### src/kwm_pkg.sv
// ----------------------------------------------------------------------------
// kwm_pkg
// Shared types and constants of the k-way merge min-heap unit.
// ----------------------------------------------------------------------------
`default_nettype none

package kwm_pkg;

  localparam int MAX_LISTS = 16;
  localparam int KEY_BITS  = 32;
  localparam int SRC_W     = 4;
  localparam int PORT_KEY_W = 32;
  localparam int PORT_CNT_W = 5;

  localparam int IDX_W = (MAX_LISTS > 1) ? $clog2(MAX_LISTS) : 1;
  localparam int CNT_W = $clog2(MAX_LISTS + 1);
  // Child indexes reach 2*MAX_LISTS, one bit more than a count.
  localparam int CHW   = IDX_W + 2;

  typedef logic signed [KEY_BITS-1:0]   key_t;
  typedef logic signed [PORT_KEY_W-1:0] port_key_t;
  typedef logic [SRC_W-1:0]             src_t;
  typedef logic [IDX_W-1:0]             idx_t;
  typedef logic [CNT_W-1:0]             cnt_t;
  typedef logic [CHW-1:0]               child_t;

  typedef struct packed {
    key_t key;
    src_t src;
  } entry_t;

  localparam int ENTRY_W = $bits(entry_t);

  typedef enum logic [1:0] {
    ACT_LOAD    = 2'd0,
    ACT_BUILD   = 2'd1,
    ACT_REPLACE = 2'd2,
    ACT_REMOVE  = 2'd3
  } action_t;

  typedef enum logic [2:0] {
    PICK_PARENT = 3'b001,
    PICK_LEFT   = 3'b010,
    PICK_RIGHT  = 3'b100
  } pick_t;

  typedef struct packed {
    logic l_ok;
    logic r_ok;
  } child_ok_t;

endpackage

`default_nettype wire

### src/k_way_merge_min_heap_unit.sv
// ----------------------------------------------------------------------------
// k_way_merge_min_heap_unit
// Binary min-heap of list heads for a k-way merge, held in a dual-read RAM.
// ----------------------------------------------------------------------------
// Usage:
//   Input transactions (in_action, in_key, in_source) load an entry, build the
//   heap, replace the top key or remove the top entry. Every input transaction
//   yields exactly one output transaction with the root entry, the entry count,
//   an empty flag and a reject flag.
//   A load goes from acceptance straight to the final state. Replace and remove
//   sift a hole down through L heap levels (at most 5 for 16 entries); remove
//   first reads the last entry in a load state. Each level is one child read
//   step and one compare/write step on the RAM. Build reads every entry from
//   (count-1)/2 down to the root in turn and sifts it down the same way.
//   One item is in work at a time; in_ready is high only while idle.
//   The result sits in an output register, so the next input transaction can
//   be accepted while it waits. When the receiver stalls, a finished item
//   waits in its final state until the output register frees up.
//   Reset empties the heap and clears the ordered flag; the RAM contents are
//   not cleared, only entries below the count are ever used.
// ----------------------------------------------------------------------------
`default_nettype none

module k_way_merge_min_heap_unit (
  input  logic                clk,
  input  logic                rst_n,
  input  logic                in_valid,
  output logic                in_ready,
  input  logic [1:0]          in_action,
  input  logic signed [31:0]  in_key,
  input  logic [3:0]          in_source,
  output logic                out_valid,
  input  logic                out_ready,
  output logic signed [31:0]  out_top_key,
  output logic [3:0]          out_top_source,
  output logic [4:0]          out_entry_count,
  output logic                out_is_empty,
  output logic                out_rejected
);
  import kwm_pkg::*;

  typedef enum logic [4:0] {
    ST_IDLE  = 5'b00001,
    ST_LOADV = 5'b00010,
    ST_READC = 5'b00100,
    ST_CMP   = 5'b01000,
    ST_FIN   = 5'b10000
  } state_t;

  state_t    state_r, state_nxt;
  cnt_t      cnt_r, cnt_nxt;
  logic      ordered_r, ordered_nxt;
  logic      build_r, build_nxt;
  logic      rej_r, rej_nxt;
  idx_t      pos_r, pos_nxt;
  idx_t      bpos_r, bpos_nxt;
  entry_t    v_r, v_nxt;
  entry_t    top_r, top_nxt;

  logic      out_valid_r, out_valid_nxt;
  port_key_t out_key_r, out_key_nxt;
  src_t      out_src_r, out_src_nxt;
  cnt_t      out_cnt_r, out_cnt_nxt;
  logic      out_empty_r, out_empty_nxt;
  logic      out_rej_r, out_rej_nxt;

  logic      ram_we;
  idx_t      ram_waddr, ram_ra, ram_rb;
  entry_t    ram_wdata, ram_rdata_a, ram_rdata_b;

  child_t    l_idx, r_idx;
  child_ok_t ok;
  pick_t     pick;
  cnt_t      cnt_m1;
  entry_t    in_entry;
  action_t   act;

  assign l_idx    = {1'b0, pos_r, 1'b1};
  assign r_idx    = l_idx + CHW'(1);
  assign ok.l_ok  = l_idx < CHW'(cnt_r);
  assign ok.r_ok  = r_idx < CHW'(cnt_r);
  assign cnt_m1   = cnt_r - CNT_W'(1);
  assign in_entry = '{key: key_t'(in_key), src: in_source};
  assign act      = action_t'(in_action);

  kwm_ram #(
    .WIDTH (ENTRY_W),
    .DEPTH (MAX_LISTS)
  ) u_ram (
    .clk     (clk),
    .we      (ram_we),
    .waddr   (ram_waddr),
    .wdata   (ram_wdata),
    .raddr_a (ram_ra),
    .rdata_a (ram_rdata_a),
    .raddr_b (ram_rb),
    .rdata_b (ram_rdata_b)
  );

  kwm_sift u_sift (
    .v_key (v_r.key),
    .l_key (ram_rdata_a.key),
    .r_key (ram_rdata_b.key),
    .ok    (ok),
    .pick  (pick)
  );

  assign in_ready = (state_r == ST_IDLE);

  always_comb begin
    state_nxt     = state_r;
    cnt_nxt       = cnt_r;
    ordered_nxt   = ordered_r;
    build_nxt     = build_r;
    rej_nxt       = rej_r;
    pos_nxt       = pos_r;
    bpos_nxt      = bpos_r;
    v_nxt         = v_r;
    top_nxt       = top_r;
    out_valid_nxt = out_valid_r;
    out_key_nxt   = out_key_r;
    out_src_nxt   = out_src_r;
    out_cnt_nxt   = out_cnt_r;
    out_empty_nxt = out_empty_r;
    out_rej_nxt   = out_rej_r;
    ram_we        = 1'b0;
    ram_waddr     = pos_r;
    ram_wdata     = v_r;
    ram_ra        = l_idx[IDX_W-1:0];
    ram_rb        = r_idx[IDX_W-1:0];

    if (out_valid_r && out_ready) begin
      out_valid_nxt = 1'b0;
    end

    case (state_r)
      ST_IDLE: begin
        if (in_valid) begin
          rej_nxt   = 1'b0;
          build_nxt = 1'b0;
          pos_nxt   = '0;
          state_nxt = ST_FIN;
          case (act)
            ACT_LOAD: begin
              if ((cnt_r == CNT_W'(MAX_LISTS)) || ordered_r) begin
                rej_nxt = 1'b1;
              end else begin
                ram_we    = 1'b1;
                ram_waddr = cnt_r[IDX_W-1:0];
                ram_wdata = in_entry;
                if (cnt_r == '0) begin
                  top_nxt = in_entry;
                end
                cnt_nxt = cnt_r + CNT_W'(1);
              end
            end
            ACT_BUILD: begin
              ordered_nxt = 1'b1;
              if (cnt_r != '0) begin
                // Sift each node from (count-1)/2 down to the root, the highest index first.
                bpos_nxt  = IDX_W'(cnt_m1 >> 1);
                pos_nxt   = IDX_W'(cnt_m1 >> 1);
                ram_ra    = IDX_W'(cnt_m1 >> 1);
                build_nxt = 1'b1;
                state_nxt = ST_LOADV;
              end
            end
            ACT_REPLACE: begin
              if (cnt_r == '0) begin
                rej_nxt = 1'b1;
              end else begin
                v_nxt     = '{key: in_entry.key, src: top_r.src};
                state_nxt = ST_READC;
              end
            end
            ACT_REMOVE: begin
              if (cnt_r == '0) begin
                rej_nxt = 1'b1;
              end else begin
                cnt_nxt = cnt_m1;
                ram_ra  = cnt_m1[IDX_W-1:0];
                if (cnt_r == CNT_W'(1)) begin
                  ordered_nxt = 1'b0;
                end
                state_nxt = ST_LOADV;
              end
            end
            default: begin
              state_nxt = ST_FIN;
            end
          endcase
        end
      end

      ST_LOADV: begin
        if (cnt_r == '0) begin
          state_nxt = ST_FIN;
        end else begin
          v_nxt     = ram_rdata_a;
          state_nxt = ST_READC;
        end
      end

      ST_READC: begin
        state_nxt = ST_CMP;
      end

      ST_CMP: begin
        ram_we = 1'b1;
        case (pick)
          PICK_LEFT: begin
            ram_wdata = ram_rdata_a;
            pos_nxt   = l_idx[IDX_W-1:0];
            state_nxt = ST_READC;
          end
          PICK_RIGHT: begin
            ram_wdata = ram_rdata_b;
            pos_nxt   = r_idx[IDX_W-1:0];
            state_nxt = ST_READC;
          end
          default: begin
            ram_wdata = v_r;
            if (build_r && (bpos_r != '0)) begin
              bpos_nxt  = bpos_r - IDX_W'(1);
              pos_nxt   = bpos_r - IDX_W'(1);
              ram_ra    = bpos_r - IDX_W'(1);
              state_nxt = ST_LOADV;
            end else begin
              state_nxt = ST_FIN;
            end
          end
        endcase
        if (pos_r == '0) begin
          top_nxt = ram_wdata;
        end
      end

      ST_FIN: begin
        if (!out_valid_r || out_ready) begin
          out_valid_nxt = 1'b1;
          out_rej_nxt   = rej_r;
          out_cnt_nxt   = cnt_r;
          out_empty_nxt = (cnt_r == '0);
          out_key_nxt   = (cnt_r == '0) ? '0 : port_key_t'(top_r.key);
          out_src_nxt   = (cnt_r == '0) ? '0 : top_r.src;
          state_nxt     = ST_IDLE;
        end
      end

      default: begin
        state_nxt = ST_IDLE;
      end
    endcase
  end

  always_ff @(posedge clk) begin
    if (!rst_n) begin
      state_r     <= ST_IDLE;
      cnt_r       <= '0;
      ordered_r   <= 1'b0;
      build_r     <= 1'b0;
      out_valid_r <= 1'b0;
    end else begin
      state_r     <= state_nxt;
      cnt_r       <= cnt_nxt;
      ordered_r   <= ordered_nxt;
      build_r     <= build_nxt;
      out_valid_r <= out_valid_nxt;
    end
  end

  always_ff @(posedge clk) begin
    rej_r       <= rej_nxt;
    pos_r       <= pos_nxt;
    bpos_r      <= bpos_nxt;
    v_r         <= v_nxt;
    top_r       <= top_nxt;
    out_key_r   <= out_key_nxt;
    out_src_r   <= out_src_nxt;
    out_cnt_r   <= out_cnt_nxt;
    out_empty_r <= out_empty_nxt;
    out_rej_r   <= out_rej_nxt;
  end

  assign out_valid       = out_valid_r;
  assign out_top_key     = out_key_r;
  assign out_top_source  = out_src_r;
  assign out_entry_count = PORT_CNT_W'(out_cnt_r);
  assign out_is_empty    = out_empty_r;
  assign out_rejected    = out_rej_r;

endmodule

`default_nettype wire

### src/kwm_ram.sv
// ----------------------------------------------------------------------------
// kwm_ram
// Generic RAM: one write port, two read ports, registered read data.
// ----------------------------------------------------------------------------
`default_nettype none

module kwm_ram #(
  parameter int WIDTH = 8,
  parameter int DEPTH = 16
) (
  input  logic                                      clk,
  input  logic                                      we,
  input  logic [((DEPTH > 1) ? $clog2(DEPTH) : 1)-1:0] waddr,
  input  logic [WIDTH-1:0]                          wdata,
  input  logic [((DEPTH > 1) ? $clog2(DEPTH) : 1)-1:0] raddr_a,
  output logic [WIDTH-1:0]                          rdata_a,
  input  logic [((DEPTH > 1) ? $clog2(DEPTH) : 1)-1:0] raddr_b,
  output logic [WIDTH-1:0]                          rdata_b
);

  logic [WIDTH-1:0] mem [DEPTH];

  always_ff @(posedge clk) begin
    if (we) begin
      mem[waddr] <= wdata;
    end
    rdata_a <= mem[raddr_a];
    rdata_b <= mem[raddr_b];
  end

endmodule

`default_nettype wire

### src/kwm_sift.sv
// ----------------------------------------------------------------------------
// kwm_sift
// Sift-down decision: chooses between the hole value and its two children.
// ----------------------------------------------------------------------------
`default_nettype none

module kwm_sift (
  input  kwm_pkg::key_t      v_key,
  input  kwm_pkg::key_t      l_key,
  input  kwm_pkg::key_t      r_key,
  input  kwm_pkg::child_ok_t ok,
  output kwm_pkg::pick_t     pick
);
  import kwm_pkg::*;

  key_t best_key;

  // A child wins only when strictly smaller, so ties keep the parent and
  // the left child beats an equal right child.
  always_comb begin
    pick     = PICK_PARENT;
    best_key = v_key;
    if (ok.l_ok && (l_key < v_key)) begin
      pick     = PICK_LEFT;
      best_key = l_key;
    end
    if (ok.r_ok && (r_key < best_key)) begin
      pick = PICK_RIGHT;
    end
  end

endmodule

`default_nettype wire

### config.mk
export PLATFORM = sky130hd
export DESIGN_NAME = k_way_merge_min_heap_unit
export DESIGN_NICKNAME = d
export VERILOG_FILES = /design/src/kwm_pkg.sv /design/src/k_way_merge_min_heap_unit.sv /design/src/kwm_ram.sv /design/src/kwm_sift.sv
export SDC_FILE = /design/constraint.sdc
export NUM_CORES = 1
export LEC_CHECK = 0
export BUFFER_PORTS_ARGS = -buffer_cell sky130_fd_sc_hd__buf_2
export CAP_MARGIN = 25
export CORE_MARGIN = 1.5
export CORE_UTILIZATION = 45
export CTS_BUF_LIST = sky130_fd_sc_hd__clkbuf_8
export DETAILED_ROUTE_END_ITERATION = 8
export MAX_ROUTING_LAYER = met4
export REMOVE_ABC_BUFFERS = 1
export SLEW_MARGIN = 20
export SYNTH_ARGS = -nofsm -noshare
export SYNTH_HDL_FRONTEND = slang
export SYNTH_HIERARCHICAL = 1
export SYNTH_SLANG_ARGS = --single-unit
### constraint.sdc
create_clock -name clk -period 10.85 [get_ports clk]
set_clock_uncertainty 0.2 [all_clocks]
set_input_delay 1.085 -clock clk [delete_from_list [all_inputs] [get_ports clk]]
set_output_delay 1.085 -clock clk [all_outputs]
set_load 0.02 [all_outputs]
* Word level (Yosys, flattened, before mapping)
Memory sizes are Yosys's and may differ from the RTL's. A register that Yosys moved wholly into a read port is not among the register bits.
Index checks and enable logic that the tools add are counted.
** Cells by class
- Magnitude comparators :: 4
- Multipliers :: 0
- Bitwise gates (word level) :: 0
- Muxes and demuxes :: 70
- $add $sub $neg :: 4
- Eq/ne operators :: 29
- Divide/modulo/power cells :: 0
- Shift operators :: 0
- Reductions and logical operators :: 27
** Operator list (number)
- $mux 36 :: 12
- $pmux 36 s2 :: 4
- $mux 4 :: 17
- $lt 32x32->1 :: 2
- $mux 5 :: 9
- $pmux 4 s2 :: 5
- $mux 32 :: 1
- $pmux 5 s5 :: 1
- $ne 2x2->1 const B :: 11
- $pmux 5 s3 :: 1
- $reduce_and 5->1 :: 3
- $mux 1 :: 14
- $reduce_and 6->1 :: 2
- $eq 5x1->1 const B :: 2
- $eq 5x5->1 const B :: 2
- $ne 2x1->1 const B :: 5
- $pmux 5 s2 :: 1
- $reduce_bool 2->1 :: 4
- $add 5x1->6 const B :: 1
- $lt 6x5->1 :: 1
- $pmux 1 s2 :: 3
- $reduce_and 2->1 :: 3
- $add 5x1->5 const B :: 1
- $eq 5x2->1 const B :: 1
- other kinds (22) :: 28
** Storage, ports and cells
- Bits in writable memories :: 576
- Memories :: 1
- Logic and storage cells :: 152
- Input bits :: 42
- Bits in latches :: 0
- Output and inout bits :: 45
- Bits in read-only memories :: 0
- Register bits :: 137
** Memory list
- u_ram.mem :: depth 16, width 36, read ports 2, clocked after Yosys merged registers in 2, write ports 1, RTL line kwm_ram.sv:21 : logic [WIDTH-1:0] mem [DEPTH];

* Longest topological paths before layout
Gate-level depths: netlist (run 1).
- Depth after elaboration :: 10
- Depth in mapped cells :: 32
- Depth with buffers taken out :: 25

* Modules after synthesis
The synthesis (run 1) kept the hierarchy.
** Modules (own cells, without submodules)
- kwm_ram :: times used 1, sequential area each 18738.0 um^2, area each 27232.4 um^2, cells an instance 1277
- k_way_merge_min_heap_unit :: times used 1, sequential area each 3983.8 um^2, area each 7353.3 um^2, cells an instance 640
- kwm_sift :: times used 1, sequential area each 0.0 um^2, area each 2015.7 um^2, cells an instance 246

* Worst setup path after synthesis (run 1)
No wires, ideal clock.
- Path kind :: register to register
- Start point :: register v_r[34] in the netlist's numbering
- End point :: register u_ram.rdata_a[10] (read register of u_ram.mem)
- Period minus slack after synthesis :: 6910 ps
- Cell stages (with the launch flop) :: 31
- Setup time :: 120 ps
- Setup slack :: 3940 ps
- Path buffers :: 5
- Required time :: 10530 ps
- Arrival :: 6591 ps
- Cell sequence :: edfxtp_1 -> inv_1 -> ha_1 -> a21oi_1 -> nand2_1 -> a221oi_2 -> nand3_2 -> or3_1 -> and3_1 -> buf_6 -> buf_12 -> mux2i_1 -> ha_1 -> a21o_1 -> a211oi_1 -> o221ai_1 -> a211oi_1 -> o311ai_1 -> and3b_1 -> nor4b_1 -> nor3b_1 -> nor2_1 -> clkbuf_1 -> nand3_1 -> o21ai_0 -> o21ai_0 -> buf_2 -> buf_2 -> mux4_2 -> a22oi_1 -> nand2_1
** Between the ends
- Longest elaborated chain between the ends :: 10
- Elaborated cells on any way between the ends :: 12
- Classes of those cells :: 2 x order compare; 2 x eq/ne; 5 x mux; 3 x reduce/logical
** RTL lines
- start, declared :: RTL line k_way_merge_min_heap_unit.sv:57 : entry_t v_r, v_nxt;
- start signal, assigned :: RTL line k_way_merge_min_heap_unit.sv:276 : v_r <= v_nxt;
- $lt 32x32->1 :: RTL line kwm_sift.sv:23 : if (ok.l_ok && (l_key < v_key)) begin
- $logic_and 1x1->1 :: RTL line kwm_sift.sv:23
- $mux 32 :: RTL line kwm_sift.sv:23
- $lt 32x32->1 :: RTL line kwm_sift.sv:27 : if (ok.r_ok && (r_key < best_key)) begin
- $logic_and 1x1->1 :: RTL line kwm_sift.sv:27
- $mux 3 * :: RTL line kwm_sift.sv:27
- named net pick[1] :: RTL line k_way_merge_min_heap_unit.sv:73 : pick_t pick;
- $eq 3x3->1 / $eq 3x2->1 (equally long branches) :: RTL line k_way_merge_min_heap_unit.sv:210 : case (pick)
- $reduce_or 2->1 (no line) *
- $mux 4 * :: RTL line k_way_merge_min_heap_unit.sv:210
- $pmux 4 s2 * :: RTL line k_way_merge_min_heap_unit.sv:136 : case (state_r)
- named net ram_ra[0] :: RTL line k_way_merge_min_heap_unit.sv:68 : idx_t ram_waddr, ram_ra, ram_rb;
- end, declared :: RTL line kwm_ram.sv:16 : output logic [WIDTH-1:0] rdata_a,
Mark *: on every way through the listed nets, which the timed path passes. The rest lies on a longest branch.
A chain may end at the register's enable or synchronous reset.

* Worst setup path in the final report (run 1)
- Start point :: register v_r[35] in the netlist's numbering
- End point :: register u_ram.rdata_a[14] (read register of u_ram.mem)
The elaborated chain is that of the path after synthesis.

==> flow_metrics.tcl, run 1 <==
set metrics [dict create \
    wire_per_inst_microns 31.24 \
    worstSetupPathType "reg2reg" \
    ys_seq_area_share_pct 62.08 \
    fillCellCount 6665 \
    synth.area.top_cells "edfxtp_1, mux4_2, dfxtp_1" \
    clk_latency_ns 0.80 \
    areaGrowthSynthToFinish_pct 11.61 \
    slew_viol_final 0 \
    cts_inserted_buffers 136 \
    rrSetupSlack_ns 1.68 \
    cts-resized-gates 0 \
    grt.total_usage_pct 27.27 \
    htree_levels 4 \
    peakVddDrop_mv 0.1137 \
    pre_cts_ws_ns 1.717 \
    rsz0062_at_grt "false" \
    arrival_ns 9.68 \
    fin_crit_sh_pct 84.48 \
    r2r_cells 24 \
    timing.slew.headroom_pct 29.05 \
    viasPerCell 6.406 \
    hold_path_class "reg2reg" \
    row_count 104 \
    cts_sinks 785 \
    stdcell_area_sq_mm 0.04085 \
    synthesis.area_sq_mm 0.03660 \
    grt_pass1_wl_microns 156300 \
    yosysTopAreaCellShare_pct 57.43 \
    synth_common_cells "edfxtp_1, mux4_2, a22oi_1" \
    crit_path_end_kind "flop" \
    crit_buf_inv 2 \
    cp_slowest_cell "and3_2" \
    port_buffers 86 \
    setup_viol_count_final 0 \
    core_area_sq_mm 0.08055 \
    yosysWarnings 6 \
    cts_buffer_depth 3 \
    hold_depth 0 \
    synth_edf_count 700 \
    io_pins 87 \
    startpoint_type "flop" \
    hold_violations 0 \
    clkSlewWorstSetupHoldPaths_ns 0.07 \
    synth_cells 2163 \
    drive_gt1_share_pct 28.46 \
    path_delay_family "simple AND/OR/NAND/NOR gates" \
    dieWidth_microns 288.2 \
    outcome "completed" \
    synth_flop_cell "edfxtp_1" \
    initial_core_util_pct 45.44 \
    cp_cell_sequence "inv_1, ha_1, nand4_4, or4_4, a21oi_4, or3_1, and3_2, mux2i_1, ha_1, a21o_1, a21oi_1, o21ai_0, a211oi_1, o311ai_1, and3b_1, nor4_1, nor3b_2, nor2_4, nand3_1, o221ai_1, nor2b_4, buf_4, a22oi_1, nand2_1" \
    fmax_mhz 109.1 \
    wl_microns 108000 \
    fin_ws_ns 1.684 \
    overflow 0 \
    critical-path-max-stage-delay_ns 0.89 \
    vias 22150 \
    antenna_found_initial 2 \
    worst_pin_slew_ns 1.064 \
    cap_viol_max_count 0 \
    grt_max_degree 145 \
    drtIter0Drc 2271 \
    dieArea_sq_mm 0.08306 \
    die_h_microns 288.2 \
    tritoncts "done" \
    synth.most_common_cell "edfxtp_1" \
    cp_num_cells 24 \
    min_period_ns 9.166 \
    drtPass1Iterations 5 \
    clockRootBuffer "clkbuf_8" \
    synthDistinctLibCells 77 \
    nets 2403 \
    place_area_sq_mm 0.03818 \
    cp_data_required_time_ns 11.36 \
    postCtsSetupBuffers 0 \
    drt.antenna.violating_nets 0 \
    leakage_nw 14.15 \
    yosysTopAreaCell "edfxtp_1" \
    syn_avg_cell_area_sq_um 16.92 \
    dp_hpwl_microns 56610 \
    gp_congestion 0.8588 \
    hold_buffers 0 \
    power_density_mw_per_mm2 179.6 \
    async_reset_ff_share_pct 0 \
    dp_cells 3204 \
    path_common_cell "ha_1" \
    grt_pass1_vias 22950 \
    worstPathMaxFanout 30 \
    fin_cells 3458 \
    ys_ff_latch 785 \
    route.detailed.drc 0 \
]
[path summary, 6_finish.rpt]
path                          endpoint         startpoint
max reg2reg  u_ram/rdata_a[14]$_DFF_P_  v_r[35]$_DFFE_PP_
max          u_ram/rdata_a[14]$_DFF_P_  v_r[35]$_DFFE_PP_
min reg2reg     out_rejected$_DFFE_PP_    rej_r$_DFFE_PP_
min             out_rejected$_DFFE_PP_    rej_r$_DFFE_PP_
[cells by family (layout without fill, tap and decap cells)]
| group | Yosys count | after routing | synth area share, % |
|---|---|---|---|
| flip-flops | 785 | 785 | 62.08 |
| AO/OA/AOI/OAI | 408 | 408 | 8.037 |
| multiplexers | 365 | 365 | 19.96 |
| AND/OR/NAND/NOR | 320 | 320 | 4.331 |
| buffers and inverters | 198 | 431 | 2.738 |
| adder cells (fa/ha/maj) | 77 | 77 | 2.632 |
| XOR/XNOR | 9 | 9 | 0.2154 |
| other | 1 | 3 | 0.01025 |
[metrics by stage]
stage | TNS (ns) | hold slack [ns] | util, % | power, mW
after floorplan | -1400.81 | 0.2003 | - | 4.374
after CTS | 0 | 0.2378 | 50.65 | 7.364
after global routing | 0 | 0.2508 | 50.72 | 7.591
after detailed placement | 0 | 0.2168 | 47.40 | 4.767
after global placement | 0 | 0.2064 | 47.40 | 4.750
final | 0 | 0.2401 | 50.72 | 7.335
[sequential cells by signal, indices dropped and copies added, names as in the netlist, 4 cells and up]
| register | cells |
|---|---|
| bpos_r | 4 |
| cnt_r | 5 |
| out_entry_count | 5 |
| out_top_key | 32 |
| out_top_source | 4 |
| pos_r | 4 |
| state_r | 5 |
| top_r | 36 |
| u_ram/mem | 576 |
| u_ram/rdata_a | 36 |
| u_ram/rdata_b | 36 |
| v_r | 36 |
[power breakdown]
group          leakage (nW)  total, mW  internal [mW]  switching [mW]
Clock                  1.52       2.60           1.36            1.24
Sequential             7.02       3.53           3.41           0.113
Combinational          5.61       1.21          0.438           0.774
[metal layers]
| metal | global-route usage, % | wire length (microns) |
|---|---|---|
| met1 | 35.85 | 43960 |
| met2 | 43.24 | 52610 |
| met3 | 4.684 | 8543 |
| met4 | 9.175 | 2905 |
| met5 | - | 0 |
[cells in the final DEF (no fill, tap or decap), drive strengths merged, types with 4 or more instances in the layout]
| cell type | n |
|---|---|
| nand2b | 9 |
| a211oi | 9 |
| a21oi | 69 |
| clkbuf | 148 |
| dfxtp | 85 |
| bufinv | 4 |
| nand4 | 10 |
| and2 | 42 |
| buf | 129 |
| a21o | 45 |
| nand3b | 6 |
| or3 | 7 |
| nor2 | 41 |
| mux2 | 38 |
| nor3b | 6 |
| a221o | 36 |
| o21ai | 30 |
| a22oi | 181 |
| xnor2 | 8 |
| edfxtp | 700 |
| nor3 | 11 |
| nor2b | 8 |
| o21a | 6 |
| nand2 | 146 |
| mux4 | 288 |
| clkinv | 40 |
| and3 | 5 |
| ha | 77 |
| o22ai | 4 |
| nand3 | 15 |
| inv | 107 |
| mux2i | 39 |
[worst reg2reg max path: cells and delay by family, from the launching register on]
kind | cells | cell delay (ns)
AND/OR/NAND/NOR | 11 | 4.43
adder cells (fa/ha/maj) | 2 | 0.76
AO/OA/AOI/OAI | 8 | 2.42
multiplexers | 1 | 0.31
flip-flops | 1 | 0.46
buffers and inverters | 2 | 0.54
[final cells by class]
class | instances | area [sq um] | share of cell area (%)
Sequential cell | 785 | 22720 | 55.62
Tap cell | 1060 | 1326 | 3.247
Antenna cell | 2 | 5.005 | 0.01225
Clock inverter | 102 | 581.8 | 1.424
Inverter | 52 | 202.7 | 0.4962
Multi-Input combinational cell | 1180 | 13130 | 32.14
Clock buffer | 148 | 2037 | 4.986
Timing Repair Buffer | 129 | 848.3 | 2.077
No activity file was read; power rests on OpenSTA's default activity.
==> inputs of run 2 (changes only) <==
Clock period 10.85 ns to 9 ns, I/O delays scaled along.
==> flow_metrics.tcl, run 2 (same netlist as run 1, synthesis figures left out) <==
set metrics [dict create \
    outcome "completed" \
    cp_data_required_time_ns 9.53 \
    row_count 104 \
    final_cell_mix "edfxtp_1, mux4_2, a22oi_1" \
    vias 22370 \
    initial_core_util_pct 45.44 \
    route.detailed.drc 0 \
    pwr-share-comb_pct 16.3 \
    dp_cells 3211 \
    antenna_found_initial 4 \
    power_density_mw_per_mm2 218.4 \
    core_area_sq_mm 0.08055 \
    use_met1_pct 35.27 \
    leakage_nw 14.28 \
    power.share.sequential_pct 47.4 \
    tritoncts "done" \
    fin_ws_ns 0.3365 \
    utilization_pct 51.05 \
    areaGrowthSynthToFinish_pct 12.35 \
    final_common_cell "edfxtp_1" \
    pre_cts_ws_ns 0.2358 \
    drive_gt1_share_pct 29.25 \
    peakVddDrop_mv 0.1395 \
    use_met3_pct 7.077 \
    switching_power_mw 2.607 \
    viasPerCell 6.439 \
    rsz0062_at_grt "false" \
    min_period_ns 8.664 \
    hold_violations 0 \
    die_h_microns 288.2 \
    cts_sinks 785 \
    gr-max-usage-layer "met2" \
    switching_share_pct 29.03 \
    timing.slew.headroom_pct 24.60 \
    wire_per_inst_microns 30.88 \
    fillCellCount 6522 \
    grt_pass1_vias 23060 \
    dieWidth_microns 288.2 \
    crit_start "v_r[19]$_DFFE_PP_" \
    stdcell_area_sq_mm 0.04112 \
    htree_levels 4 \
    hp-start "in_source[0]" \
    internal_power_mw 6.373 \
    hold_ws_ns 0.2006 \
    finalSetupTns_ns 0 \
    worst_pin_slew_ns 1.128 \
    dp_hpwl_microns 57780 \
    clock_power_share_pct 36.3 \
    clk_latency_ns 0.79 \
    hold_path_class "in2reg" \
    reg2reg_from "v_r[19]$_DFFE_PP_" \
    grt.total_usage_pct 27.13 \
    nets 2416 \
    hold_buffers 0 \
    arrival_ns 9.19 \
    regMostFlops "u_ram/mem" \
    power.total_mw 8.980 \
    overflow 0 \
    drtPass1Iterations 6 \
    fmax_mhz 115.4 \
    dieArea_sq_mm 0.08306 \
    fin_cells 3474 \
    crit_path_end_kind "flop" \
    gp_congestion 0.8417 \
    slew_viol_final 0 \
    clockRootBuffer "clkbuf_8" \
    startpoint_type "flop" \
    grt_max_degree 145 \
    setup_viol_count_final 0 \
    port_buffers 86 \
    worstSetupPathType "reg2reg" \
    cap_viol_max_count 0 \
    grt_pass1_wl_microns 155000 \
    clkSlewWorstSetupHoldPaths_ns 0.06 \
    drt.antenna.violating_nets 0 \
    fin_crit_sh_pct 96.26 \
    place_area_sq_mm 0.03827 \
    wl_microns 107300 \
    cts_inserted_buffers 138 \
    drtIter0Drc 2602 \
    worstPathMaxFanout 19 \
    cts_buffer_depth 3 \
    largest_register_ffs 576 \
    grtUsageMet2_pct 41.14 \
    io_pins 87 \
]
==> run 2: layout make-up <==
cell class              instances  area, sq um  area share (%)
clock inverters               108        733.2           1.783
multi-input cells            1180        13130           31.93
clock buffers                 145         1996           4.853
inverters                      52        202.7          0.4929
well taps                    1060         1326           3.225
flip-flops and latches        785        22720           55.25
repair buffers                140         1001           2.434
diodes                          4        10.01         0.02434
==> run 2: worst max-delay path, stage by stage (launching register included) <==
cell and delay, ns:
edfxtp_1 0.42, inv_1 0.06, ha_1 0.31, nand4_1 0.21, nor3_1 0.52, a31oi_1 0.33
a21oi_4 0.26, or3_1 0.13, and3_2 0.35, buf_4 0.29, mux2i_1 0.25, ha_1 0.27
a21o_1 0.18, a21oi_1 0.26, o21ai_0 0.24, o21ai_0 0.53, o311ai_1 0.22, and3b_1 0.26
or3_1 0.45, nor3b_2 0.22, nor2_4 0.11, nand3_1 0.29, o221ai_1 0.64, and2_2 0.85
buf_4 0.50, a22oi_1 0.13, nand2_1 0.09
==> run 2: routing by layer <==
layer,vias to the layer above,part of all wire [%]
met5,-,0
met2,1207,47
met1,11700,40
li1,9244,-
met3,216,9.8
met4,0,3.2
==> run 2: path summary, 6_finish.rpt <==
| path | endpoint | slack, ns | depth (start not counted) |
|---|---|---|---|
| worst max-delay path | u_ram/rdata_a[19]$_DFF_P_ | 0.34 | 26 |
| worst min-delay path | top_r[0]$_DFFE_PP_ | 0.20 | 2 |
| worst max register to register | u_ram/rdata_a[19]$_DFF_P_ | 0.34 | 26 |
| worst min register to register | out_rejected$_DFFE_PP_ | 0.23 | 0 |
==> run 2: timing repair <==
| action | in CTS | in global routing |
|---|---|---|
| endpoints found under the setup margin | 0 | 35 |
| gates resized for setup | 0 | 1 |
| setup buffers | 0 | 4 |
==> run 2: power groups by stage <==
stage	Combinational (mW)	Clock (mW)	Sequential (mW)
CTS	1.44	3.32	4.25
finish	1.47	3.26	4.26
global placement	1.42	0	4.33
detailed placement	1.43	0	4.33
floorplan	1.01	0	4.26
global route	1.56	3.48	4.26
